### config.mk
export PLATFORM = sky130hd
export DESIGN_NAME = three_axis_step_pulse_generator
export DESIGN_NICKNAME = d
export VERILOG_FILES = /design/src/hdl/tasp_pkg.sv /design/src/hdl/tasp_div.sv /design/src/hdl/three_axis_step_pulse_generator.sv
export SDC_FILE = /design/constraint.sdc
export NUM_CORES = 2
export LEC_CHECK = 0
export ABC_AREA = 1
export BUFFER_PORTS_ARGS = -buffer_cell sky130_fd_sc_hd__buf_2
export CORE_MARGIN = 2
export CORE_UTILIZATION = 55
export CTS_CLUSTER_DIAMETER = 80
export DETAILED_ROUTE_END_ITERATION = 7
export PLACE_DENSITY = 0.72
export SYNTH_ARGS = -nofsm -noshare
export SYNTH_HDL_FRONTEND = slang
export SYNTH_SLANG_ARGS = --single-unit
### constraint.sdc
create_clock -name clk_i -period 15.8 [get_ports clk_i]
set_clock_uncertainty 0.2 [all_clocks]
set_input_delay 0.79 -clock clk_i [delete_from_list [all_inputs] [get_ports clk_i]]
set_output_delay 0.79 -clock clk_i [all_outputs]
set_load 0.005 [all_outputs]
### src/hdl/tasp_pkg.sv
// shared types and constants for the three-axis step pulse generator
package tasp_pkg;

  localparam int unsigned COUNT_WIDTH_DEF = 24;
  localparam int unsigned COORD_WIDTH_DEF = 24;

  localparam int unsigned PPU_W = 10;
  localparam logic [PPU_W-1:0] PPU_RESET = 10'd10;
  localparam int unsigned FRAC_BITS = 8;

  localparam int unsigned NUM_AXES = 3;
  localparam int unsigned SIG_W = 2;
  localparam int unsigned M_DATA_W = 8;

  localparam logic [SIG_W-1:0] DIR_UP = 2'd2;
  localparam logic [SIG_W-1:0] SIG_NONE = 2'd0;

  typedef enum logic {
    CMD_MOVE = 1'b0,
    CMD_TICK = 1'b1
  } command_e;

  typedef enum logic [1:0] {
    KIND_DIR    = 2'd0,
    KIND_SLOT   = 2'd1,
    KIND_SPACER = 2'd2,
    KIND_IDLE   = 2'd3
  } word_kind_e;

  typedef struct packed {
    logic start;
    logic done;
  } div_ctrl_t;

endpackage

### src/hdl/tasp_div.sv
// shared radix-2 restoring divider, one quotient bit per cycle
module tasp_div #(
  parameter int unsigned WIDTH = tasp_pkg::COUNT_WIDTH_DEF
) (
  input  logic                  clk_i,
  input  logic                  rst_ni,
  input  tasp_pkg::div_ctrl_t   ctrl_i,
  output tasp_pkg::div_ctrl_t   ctrl_o,
  input  logic [WIDTH-1:0]      dividend_i,
  input  logic [WIDTH-1:0]      divisor_i,
  output logic [WIDTH-1:0]      quotient_o
);

  localparam int unsigned STEP_W = $clog2(WIDTH + 1);

  logic [WIDTH-1:0]  rem_q;
  logic [WIDTH-1:0]  quo_q;
  logic [WIDTH-1:0]  dvs_q;
  logic [STEP_W-1:0] step_q;
  logic              busy_q;
  logic              done_q;

  logic [WIDTH:0]    shifted;
  logic [WIDTH:0]    diff;

  assign shifted = {rem_q, quo_q[WIDTH-1]};
  assign diff    = shifted - {1'b0, dvs_q};

  always_ff @(posedge clk_i or negedge rst_ni) begin
    if (!rst_ni) begin
      busy_q <= 1'b0;
      done_q <= 1'b0;
      step_q <= '0;
    end else begin
      done_q <= 1'b0;
      if (ctrl_i.start) begin
        busy_q <= 1'b1;
        step_q <= STEP_W'(WIDTH);
      end else if (busy_q) begin
        step_q <= step_q - STEP_W'(1);
        if (step_q == STEP_W'(1)) begin
          busy_q <= 1'b0;
          done_q <= 1'b1;
        end
      end
    end
  end

  always_ff @(posedge clk_i) begin
    if (ctrl_i.start) begin
      rem_q <= '0;
      quo_q <= dividend_i;
      dvs_q <= divisor_i;
    end else if (busy_q) begin
      if (!diff[WIDTH]) begin
        rem_q <= diff[WIDTH-1:0];
      end else begin
        rem_q <= shifted[WIDTH-1:0];
      end
      quo_q <= {quo_q[WIDTH-2:0], ~diff[WIDTH]};
    end
  end

  assign ctrl_o.start = busy_q;
  assign ctrl_o.done  = done_q;
  assign quotient_o   = quo_q;

endmodule

### src/hdl/three_axis_step_pulse_generator.sv
// three-axis step/direction pulse generator with iterative move setup
// a tick is answered the cycle after acceptance, one per cycle unless stalled
// a move runs count, divide and emit states, using the shared serial divider
// once for each axis with two or more pulses
// reset clears the train to idle and pulses_per_unit to 10
// a waiting output word holds off the input unless it leaves in the same cycle
module three_axis_step_pulse_generator #(
  parameter int unsigned COUNT_WIDTH = tasp_pkg::COUNT_WIDTH_DEF,
  parameter int unsigned COORD_WIDTH = tasp_pkg::COORD_WIDTH_DEF,
  localparam int unsigned S_DATA_W = ((6 * COORD_WIDTH + 7) / 8) * 8
) (
  input  logic                          clk_i,
  input  logic                          rst_ni,
  input  logic                          cfg_valid_i,
  output logic                          cfg_ready_o,
  input  logic [tasp_pkg::PPU_W-1:0]    cfg_wdata_i,
  input  logic                          s_axis_tvalid_i,
  output logic                          s_axis_tready_o,
  // from_x, from_y, from_z, to_x, to_y, to_z, zero pad
  input  logic [S_DATA_W-1:0]           s_axis_tdata_i,
  // command
  input  logic                          s_axis_tuser_i,
  output logic                          m_axis_tvalid_o,
  input  logic                          m_axis_tready_i,
  // x_signal, y_signal, z_signal, zero pad
  output logic [tasp_pkg::M_DATA_W-1:0] m_axis_tdata_o,
  // word_kind
  output logic [1:0]                    m_axis_tuser_o,
  output logic                          m_axis_tlast_o
);

  localparam int unsigned NA      = tasp_pkg::NUM_AXES;
  localparam int unsigned MAG_W   = COORD_WIDTH + 1;
  localparam int unsigned PROD_W  = MAG_W + tasp_pkg::PPU_W;
  localparam int unsigned SH_W    = PROD_W - tasp_pkg::FRAC_BITS;
  localparam int unsigned EXT_W   = (SH_W > COUNT_WIDTH) ? SH_W : COUNT_WIDTH;
  localparam logic [COUNT_WIDTH-1:0] CNT_MAX = '1;

  typedef enum logic [2:0] {
    ST_IDLE,
    ST_COUNT,
    ST_DIV,
    ST_DIV_WAIT,
    ST_EMIT
  } state_e;

  state_e                       state_q;
  logic [1:0]                   axis_q;
  logic [tasp_pkg::PPU_W-1:0]   ppu_q;

  logic [MAG_W-1:0]             mag_q     [NA];
  logic                         up_q      [NA];
  logic [COUNT_WIDTH-1:0]       count_q   [NA];
  logic [COUNT_WIDTH-1:0]       spacing_q [NA];
  logic [COUNT_WIDTH-1:0]       phase_q   [NA];
  logic [COUNT_WIDTH-1:0]       most_q;
  logic [COUNT_WIDTH-1:0]       longest_q;
  logic [COUNT_WIDTH-1:0]       slot_q;
  logic                         spacer_q;
  logic                         active_q;

  logic                         out_valid_q;
  tasp_pkg::word_kind_e         out_kind_q;
  logic [3*tasp_pkg::SIG_W-1:0] out_sig_q;
  logic                         out_last_q;

  logic                         in_accept;
  logic                         out_load;
  logic [MAG_W-1:0]             mag_in [NA];
  logic                         up_in  [NA];
  logic [PROD_W-1:0]            prod;
  logic [EXT_W-1:0]             cnt_ext;
  logic [COUNT_WIDTH-1:0]       sat_cnt;
  logic                         slot_bit [NA];
  logic [COUNT_WIDTH:0]         phase_inc [NA];
  logic [COUNT_WIDTH:0]         slot_inc;

  tasp_pkg::div_ctrl_t          div_req;
  tasp_pkg::div_ctrl_t          div_rsp;
  logic [COUNT_WIDTH-1:0]       div_quo;

  assign cfg_ready_o     = 1'b1;
  assign s_axis_tready_o = (state_q == ST_IDLE) && (!out_valid_q || m_axis_tready_i);
  assign in_accept       = s_axis_tvalid_i && s_axis_tready_o;
  assign out_load        = ((state_q == ST_IDLE) && in_accept &&
                            (s_axis_tuser_i == tasp_pkg::CMD_TICK)) ||
                           (state_q == ST_EMIT);

  always_comb begin
    logic [COORD_WIDTH-1:0] fr;
    logic [COORD_WIDTH-1:0] tv;
    logic [MAG_W-1:0]       d;
    for (int i = 0; i < NA; i++) begin
      fr = s_axis_tdata_i[i*COORD_WIDTH +: COORD_WIDTH];
      tv = s_axis_tdata_i[(i+NA)*COORD_WIDTH +: COORD_WIDTH];
      d  = {fr[COORD_WIDTH-1], fr} - {tv[COORD_WIDTH-1], tv};
      up_in[i]  = d[MAG_W-1];
      mag_in[i] = d[MAG_W-1] ? (MAG_W'(0) - d) : d;
    end
  end

  assign prod    = PROD_W'(mag_q[axis_q]) * PROD_W'(ppu_q);
  assign cnt_ext = EXT_W'(prod[PROD_W-1:tasp_pkg::FRAC_BITS]);
  assign sat_cnt = (cnt_ext > EXT_W'(CNT_MAX)) ? CNT_MAX : cnt_ext[COUNT_WIDTH-1:0];

  always_comb begin
    for (int i = 0; i < NA; i++) begin
      phase_inc[i] = {1'b0, phase_q[i]} + (COUNT_WIDTH+1)'(1);
      if (count_q[i] == '0) begin
        slot_bit[i] = 1'b0;
      end else if (count_q[i] == COUNT_WIDTH'(1)) begin
        slot_bit[i] = (slot_q == (longest_q >> 1));
      end else begin
        slot_bit[i] = (phase_q[i] == '0);
      end
    end
    slot_inc = {1'b0, slot_q} + (COUNT_WIDTH+1)'(1);
  end

  assign div_req.start = (state_q == ST_DIV) && (count_q[axis_q] >= COUNT_WIDTH'(2));
  assign div_req.done  = 1'b0;

  tasp_div #(
    .WIDTH (COUNT_WIDTH)
  ) u_div (
    .clk_i      (clk_i),
    .rst_ni     (rst_ni),
    .ctrl_i     (div_req),
    .ctrl_o     (div_rsp),
    .dividend_i (most_q),
    .divisor_i  (count_q[axis_q]),
    .quotient_o (div_quo)
  );

  always_ff @(posedge clk_i or negedge rst_ni) begin
    if (!rst_ni) begin
      ppu_q       <= tasp_pkg::PPU_RESET;
      state_q     <= ST_IDLE;
      axis_q      <= '0;
      out_valid_q <= 1'b0;
      out_kind_q  <= tasp_pkg::KIND_IDLE;
      out_sig_q   <= '0;
      out_last_q  <= 1'b0;
      spacer_q    <= 1'b0;
      active_q    <= 1'b0;
      longest_q   <= '0;
      slot_q      <= '0;
      most_q      <= '0;
      for (int i = 0; i < NA; i++) begin
        mag_q[i]     <= '0;
        up_q[i]      <= 1'b0;
        count_q[i]   <= '0;
        spacing_q[i] <= '0;
        phase_q[i]   <= '0;
      end
    end else begin
      if (cfg_valid_i && cfg_ready_o) begin
        ppu_q <= cfg_wdata_i;
      end
      if (out_load) begin
        out_valid_q <= 1'b1;
      end else if (m_axis_tvalid_o && m_axis_tready_i) begin
        out_valid_q <= 1'b0;
      end
      unique case (state_q)
        ST_IDLE: begin
          if (in_accept) begin
            if (s_axis_tuser_i == tasp_pkg::CMD_TICK) begin
              if (!active_q) begin
                out_kind_q <= tasp_pkg::KIND_IDLE;
                out_sig_q  <= '0;
                out_last_q <= 1'b0;
              end else if (!spacer_q) begin
                out_kind_q <= tasp_pkg::KIND_SLOT;
                out_last_q <= 1'b0;
                spacer_q   <= 1'b1;
                for (int i = 0; i < NA; i++) begin
                  out_sig_q[i*tasp_pkg::SIG_W +: tasp_pkg::SIG_W] <=
                    {1'b0, slot_bit[i]};
                  if (count_q[i] >= COUNT_WIDTH'(2)) begin
                    if (phase_inc[i] >= {1'b0, spacing_q[i]}) begin
                      phase_q[i] <= '0;
                    end else begin
                      phase_q[i] <= phase_inc[i][COUNT_WIDTH-1:0];
                    end
                  end
                end
              end else begin
                out_kind_q <= tasp_pkg::KIND_SPACER;
                out_sig_q  <= '0;
                out_last_q <= (slot_inc >= {1'b0, longest_q});
                spacer_q   <= 1'b0;
                slot_q     <= slot_inc[COUNT_WIDTH-1:0];
                if (slot_inc >= {1'b0, longest_q}) begin
                  active_q <= 1'b0;
                end
              end
            end else begin
              for (int i = 0; i < NA; i++) begin
                mag_q[i] <= mag_in[i];
                up_q[i]  <= up_in[i];
              end
              most_q  <= '0;
              axis_q  <= '0;
              state_q <= ST_COUNT;
            end
          end
        end
        ST_COUNT: begin
          count_q[axis_q] <= sat_cnt;
          if (sat_cnt > most_q) begin
            most_q <= sat_cnt;
          end
          if (axis_q == 2'(NA - 1)) begin
            axis_q  <= '0;
            state_q <= ST_DIV;
          end else begin
            axis_q <= axis_q + 2'd1;
          end
        end
        ST_DIV: begin
          if (div_req.start) begin
            state_q <= ST_DIV_WAIT;
          end else begin
            spacing_q[axis_q] <= '0;
            if (axis_q == 2'(NA - 1)) begin
              state_q <= ST_EMIT;
            end else begin
              axis_q <= axis_q + 2'd1;
            end
          end
        end
        ST_DIV_WAIT: begin
          if (div_rsp.done) begin
            spacing_q[axis_q] <= div_quo;
            if (axis_q == 2'(NA - 1)) begin
              state_q <= ST_EMIT;
            end else begin
              axis_q  <= axis_q + 2'd1;
              state_q <= ST_DIV;
            end
          end
        end
        ST_EMIT: begin
          out_kind_q  <= tasp_pkg::KIND_DIR;
          out_last_q  <= (most_q == '0);
          for (int i = 0; i < NA; i++) begin
            out_sig_q[i*tasp_pkg::SIG_W +: tasp_pkg::SIG_W] <=
              up_q[i] ? tasp_pkg::DIR_UP : tasp_pkg::SIG_NONE;
            phase_q[i] <= '0;
          end
          active_q  <= (most_q != '0);
          longest_q <= most_q;
          slot_q    <= '0;
          spacer_q  <= 1'b0;
          state_q   <= ST_IDLE;
        end
        default: begin
          state_q <= ST_IDLE;
        end
      endcase
    end
  end

  assign m_axis_tvalid_o = out_valid_q;
  assign m_axis_tuser_o  = out_kind_q;
  assign m_axis_tlast_o  = out_last_q;
  assign m_axis_tdata_o  = tasp_pkg::M_DATA_W'(out_sig_q);

`ifndef SYNTHESIS
  a_spacer_needs_train : assert property (@(posedge clk_i) disable iff (!rst_ni)
    !active_q |-> !spacer_q)
    else $error("spacer pending without an active train");

  a_div_done_in_wait : assert property (@(posedge clk_i) disable iff (!rst_ni)
    div_rsp.done |-> (state_q == ST_DIV_WAIT))
    else $error("divider finished outside its wait state");

  a_last_spacer_ends_train : assert property (@(posedge clk_i) disable iff (!rst_ni)
    (out_valid_q && (out_kind_q == tasp_pkg::KIND_SPACER) && out_last_q) |-> !active_q)
    else $error("final spacer word while train still active");
`endif

endmodule
* After elaboration in Yosys (flattened, before gate mapping)
Index checks and enable logic that the tools add are counted.
Word-level totals: logic and storage cells 224, bits in registers 472
Cells by class: equality and inequality tests 24, add/sub/neg operators 13, multiplexer cells 100, bitwise logic cells 5, $lt $le $gt $ge 12, multipliers 1, reduce and logical (&&, ||, !) cells 36
Operators by type and width (count):
- two-way mux 24 bit | 20
- two-way mux 72 bit | 6
- case mux 72 bit (2 select lines) | 2
- logical NOT 24 bit | 7
- bitwise mux 72 bit | 2
- two-way mux 25 bit | 5
- adder 24 x 1 -> 25 bit, second input constant | 4
- greater-or-equal comparator 25 x 24 -> 1 bit | 4
- greater-or-equal comparator 24 x 2 -> 1 bit, second input constant | 4
- case mux 24 bit (2 select lines) | 2
- subtractor 1 x 25 -> 25 bit, first input constant | 3
- subtractor 24 x 24 -> 25 bit | 3
- AND 72 bit | 1
- == test 24 x 1 -> 1 bit, second input constant | 3
- NOT 72 bit | 1
- binary-select mux 25 bit (select 2 bit) | 1
- binary-select mux 24 bit (select 2 bit) | 1
- demux 24 bit (select 2 bit) | 1
- multiplier 25 x 10 -> 35 bit | 1
- > comparator 27 x 24 -> 1 bit, second input constant | 1
- two-way mux 1 bit | 27
- two-way mux 2 bit | 13
- subtractor 25 x 24 -> 25 bit | 1
- == test 24 x 23 -> 1 bit | 1
- 34 further kinds | 77

* Longest topological paths before layout
depth in word-level cells 10, mapped depth 43, depth with buffers taken out 40

* Cells and area by module
Synthesis repeated with hierarchy kept, for this count alone.
Second synthesis, totals: cell total of the unflattened synthesis 5896, area total of the unflattened synthesis 42084.1 µm²
Modules (own cells, without submodules):
- three_axis_step_pulse_generator | sequential area each 9839.4 µm², times used 1, area an instance 36937.9 µm², cells each 5158
- tasp_div | sequential area each 2097.0 µm², times used 1, area an instance 5146.2 µm², cells each 738

* Worst setup path before layout
No wires, ideal clock.
path type flip-flop to flip-flop, from reg axis_q[0], to reg most_q[10], arrival 7.978 ns, stages on the path, launching flop included 39, path buffers 4, required time 15.483 ns, clock period less this slack 8.295 ns, setup slack 7.505 ns, setup time 0.117 ns, path through dfrtp_1 inv_2 clkbuf_1 clkbuf_1 o21ai_0 o21ai_0 inv_1 nor2_1 fa_1 fa_1 fa_1 fa_1 inv_1 fa_1 inv_1 ha_1 a21oi_1 o21ai_0 [... 3 more ...] nand2_1 nand2_1 nand2_2 nor2_8 buf_8 nand3_4 ha_1 nand2_1 inv_2 nand3_1 nor3_1 nor4b_2 a21oi_1 a211oi_1 nor2_1 clkbuf_1 nand2_1 nand2_1
Between the ends: longest elaborated chain between the ends 10
RTL lines:
- from (decl) | RTL line three_axis_step_pulse_generator.sv:48 | logic [1:0] axis_q;
- from (signal assigned) | RTL line three_axis_step_pulse_generator.sv:218 | axis_q <= axis_q + 2'd1;
- from (signal assigned) | RTL line three_axis_step_pulse_generator.sv:229 | axis_q <= axis_q + 2'd1;
- from (signal assigned) | RTL line three_axis_step_pulse_generator.sv:239 | axis_q <= axis_q + 2'd1;
- NOT 2 -> 3 bit (implied by the code) (*) | RTL line three_axis_step_pulse_generator.sv:102 | assign prod = PROD_W'(mag_q[axis_q]) * PROD_W'(ppu_q);
- binary-select mux 25 bit (select 2 bit) (*) | RTL line three_axis_step_pulse_generator.sv:102
- two-way mux 25 bit (implied by the code) (*) (2 in a row) | RTL line three_axis_step_pulse_generator.sv:102
- multiplier 25 x 10 -> 35 bit (*) | RTL line three_axis_step_pulse_generator.sv:102
- > comparator 27 x 24 -> 1 bit | RTL line three_axis_step_pulse_generator.sv:104 | assign sat_cnt = (cnt_ext > EXT_W'(CNT_MAX)) ? CNT_MAX : cnt_ext[COUNT_WIDTH-1:0];
- two-way mux 24 bit (*) | RTL line three_axis_step_pulse_generator.sv:104
- named net sat_cnt[23] | RTL line three_axis_step_pulse_generator.sv:73 | logic [COUNT_WIDTH-1:0] sat_cnt;
- > comparator 24 bit (*) | RTL line three_axis_step_pulse_generator.sv:211 | if (sat_cnt > most_q) begin
- inequality test 2 bit (no source line) (*)
- AND reduction 4 bit (no source line) (*)
- to (signal assigned) | RTL line three_axis_step_pulse_generator.sv:212 | most_q <= sat_cnt;
- to (decl) | RTL line three_axis_step_pulse_generator.sv:56 | logic [COUNT_WIDTH-1:0] most_q;
The timed path passes the listed nets; every way through them passes the cells marked *. The select of a mux whose other input is x is not followed. A chain may end at the register's enable or synchronous reset.

* Final worst setup path
from reg axis_q[0], to reg most_q[3]
The elaborated chain is that of the path after synthesis.

==> results.md <==
* Starting Density at 55.2%
* Height of the die at 277 um
* Yosys top cell by area: dfrtp_1
* Final Slew Violations at 0
* Clk_lat worst skew at 0.63 ns
* Max_cap viols at 0
* Yosys warning count at 0
* Clock Power Share at 29.5%
* Ys async rst share at 84.7%
* Vias in the first global route at 36300
* Final setup vio count at 0
* Gate power share at 39.7%
* Netlist cell types at 67
* RSZ-0062 raised after global routing: no
* Switching Share at 39.5%
* Most frequent cells after synthesis: nand2_1 (1523), inv_1 (984), nor2_1 (523), dfrtp_1 (396), o21ai_0 (364)
* GPL Wtd Cong at 0.961
* Fin Setup TNS at 0 ns
* Multi-input gate area at 0.0245 mm2
* Final critical-path share of the clock period at 68.1%
* Clock Pin Slew Worst Setup and Hold Paths at 0.06 ns
* Reg power frac at 30.8%
* Synth area leaders: dfrtp_1 (24%), nand2_1 (14%), ha_1 (9.2%), fa_1 (9.1%), inv_1 (9.0%)
* Worst slew pin tran at 1.17 ns
* Startpoint Class: flop
* FF-to-FF setup slack at 5.04 ns
* Remaining DRCs at 0
* 1st-iter DRT viols at 2681
* PortBufs at 170
* P per Cell Area at 105 mW/mm2
* Req. time, crit path at 16.11 ns
* R2R cell count at 37
* Antenna diodes at 0
* Cell Count, Final, Fillers Out at 6812
* Worst R2R End: most_q[3]
* Ports at 174
* Mapped Avg Cell Area at 7.19 um2
* 1st-pass router iterations at 6
* HP Class: input pin to async pin
* CTS Hold Bufs at 0
* Core Rows at 100
* Via density at 5.45
* First-pass GRT wire length at 184000 um
* Maximum vdd drop at 0.0939 mV
* Post-layout util at 60.1%
* Gr busiest metal: met2
* Mapped Cells at 5687
* Number of synthesized flops with an enable pin at 48
* Die W at 277 um
* Share of layout cells above drive strength 1 at 6.04%
* Drt wl/cell at 16.5 um
* CP peak stage delay at 0.97 ns
* Antenna Nets Post-Route at 0
* Initial antenna violation count at 0
* Die area at 0.0766 mm2
* Final hold slack at -0.0207 ns
* GR Overflow Total at 0
* Area Overhead vs Synth at 8.74%
* Met2 usage at 51.1%
* Clock sinks at 472
* Relative slew slack at 22.0%
* DP Area at 0.0425 mm2
* Worst reg2reg startpoint: axis_q[0]
* Pin count of the biggest net entering global routing at 151
* Worst EP arrival at 11.07 ns
* Longest Clk Path Bufs at 3
* CP dominant cell by count: nand2_1
* Final Net Count at 6443
* Synth top area share at 24.2%
* F_max at 0.0929 GHz
* Int Pwr at 2.83 mW
* Htree depth at 2
* Critical Path End Type: flop
* Most common cell in the netlist: nand2_1
* Crit Path Class: flop to flop
* Met3 Resource Use GR at 3.02%
* CTS root buffer: clkbuf_16
* Core area at 0.0741 mm2
* Filler cell count at 6904
* Flops & latches, synth at 472
* P_leak at 23.3 nW
* CTS Buf Count at 55
* Design area at 0.0445 mm2
* TritonCTS clock tree: yes
* Final hold violations at 16
* Post-Syn Area at 0.0409 mm2
* Register area share after synthesis at 29.2%
* GRT Total Usage at 29.5%
* GRT met1 Usage at 36.9%
* Period minus WS final at 10.76 ns
* Register area at 0.0119 mm2
* P_sw at 1.85 mW
* # resized after CTS at 0
* Failing checks: hold timing
* CP max-delay cell: dfrtp_1
* Dpl cells at 6709
* Post-CTS Setup Bufs at 0
* DR vias at 37100
* Dpl hpwl at 88900 um
* Crit path max fanout at 75
* Total Wirelength at 112000 um
* Status: finished, violations left
* Dominant synthesized flop cell: dfrtp_1
[power by group through the flow]
stage	clock network (mW)	registers, mW	logic, mW
2_1_floorplan	0	1.42	1.40
3_3_place_gp	0	1.46	1.81
3_5_place_dp	0	1.46	1.84
4_1_cts	1.40	1.44	1.85
5_1_grt	1.44	1.45	2.12
6_report	1.38	1.44	1.86
[through the flow]
stage	power [mW]	setup slack, ns
floorplan	2.82	7.50
global placement	3.27	5.38
detailed placement	3.30	5.21
CTS	4.69	5.14
global route	5.02	4.24
finish	4.68	5.04
[routing by layer]
| layer | part of all wire, % | up-vias | wire [um] |
|---|---|---|---|
| li1 | - | 18400 | - |
| met1 | 42 | 17500 | 47000 |
| met2 | 48 | 1023 | 54100 |
| met3 | 4.6 | 264 | 5220 |
| met4 | 5.5 | 0 | 6160 |
| met5 | 0 | - | 0 |
[cells by family (layout without fill, tap and decap cells)]
logic type                 count (synthesis)  after routing  synth area share (%)
xor gates and xnor gates                 173            173                  3.70
adders and majority gates                486            486                  18.3
DFF                                      472            472                  29.2
and+or+nand+nor                         2571           2571                  26.7
AOI/OAI and AO/OA                        838            838                  11.3
other                                      2              3                0.0184
buffers and inverters                   1145           1300                  10.9
[layout make-up]
class / instances / share of cell area [%]
repair buffers: 195 / 2.39
inverters: 1002 / 8.46
well taps: 969 / 2.73
clock inverters: 28 / 0.959
clock buffers: 75 / 3.45
flip-flops and latches: 472 / 26.8
multi-input cells: 4071 / 55.2
[worst max-delay path by stage]
stage / depth (start not counted) / to / startpoint / slack (ns)
floorplan: 38 / most_q[10] / axis_q[0] / 7.50
global placement: 39 / most_q[9] / axis_q[1] / 5.38
detailed placement: 37 / most_q[4] / axis_q[0] / 5.21
CTS: 37 / most_q[3] / axis_q[0] / 5.14
global route: 40 / most_q[2] / axis_q[1] / 4.24
finish: 37 / most_q[3] / axis_q[0] / 5.04
[worst max-delay path, delay by kind of cell (launching register included)]
kind            cells  cell delay (ns)
compound gates      7             1.46
fa+ha+maj           7             3.15
buf+inv             8             1.95
flops               1             0.97
simple gates       15             2.91
[registers in the layout (all words and copies together), names as in the netlist]
| name | cells |
|---|---|
| mag_q | 75 |
| count_q | 72 |
| phase_q | 72 |
| spacing_q | 72 |
| longest_q | 24 |
| most_q | 24 |
| slot_q | 24 |
| u_div.dvs_q | 24 |
| u_div.quotient_o | 24 |
| u_div.rem_q | 24 |
| ppu_q | 10 |
| out_sig_q | 6 |
| u_div.step_q | 5 |
| state_q | 3 |
| up_q | 3 |
| axis_q | 2 |
| m_axis_tuser_o | 2 |
| active_q | 1 |
| m_axis_tlast_o | 1 |
| m_axis_tvalid_o | 1 |
| spacer_q | 1 |
| u_div.busy_q | 1 |
| u_div.done_q | 1 |
[cell usage in the layout (no fill, tap or decap), types with 8 or more instances in the layout]
cell,Yosys,routed
a211oi_1,15,14
a21o_1,11,11
a21oi_1,228,228
a31oi_1,10,10
buf_2,20,169
buf_4,12,24
bufinv_16,0,9
clkbuf_1,96,13
clkbuf_16,0,56
clkinv_1,9,13
clkinv_2,0,8
dfrtp_1,396,396
dfxtp_1,24,24
edfxtp_1,48,48
fa_1,185,185
ha_1,301,301
inv_1,984,984
inv_2,8,8
nand2_1,1523,1522
nand2_2,11,12
nand3_1,207,207
nand3_4,20,20
nand3b_1,17,17
nand4_1,119,119
nor2_1,523,521
nor3_1,71,71
nor4_1,47,47
o211ai_1,17,17
o21a_1,14,14
o21ai_0,364,364
o21ai_1,48,48
o21bai_1,17,17
o22ai_1,82,82
or2_2,9,9
xnor2_1,46,46
xor2_1,127,127
Power figures use the tool's default switching activity.
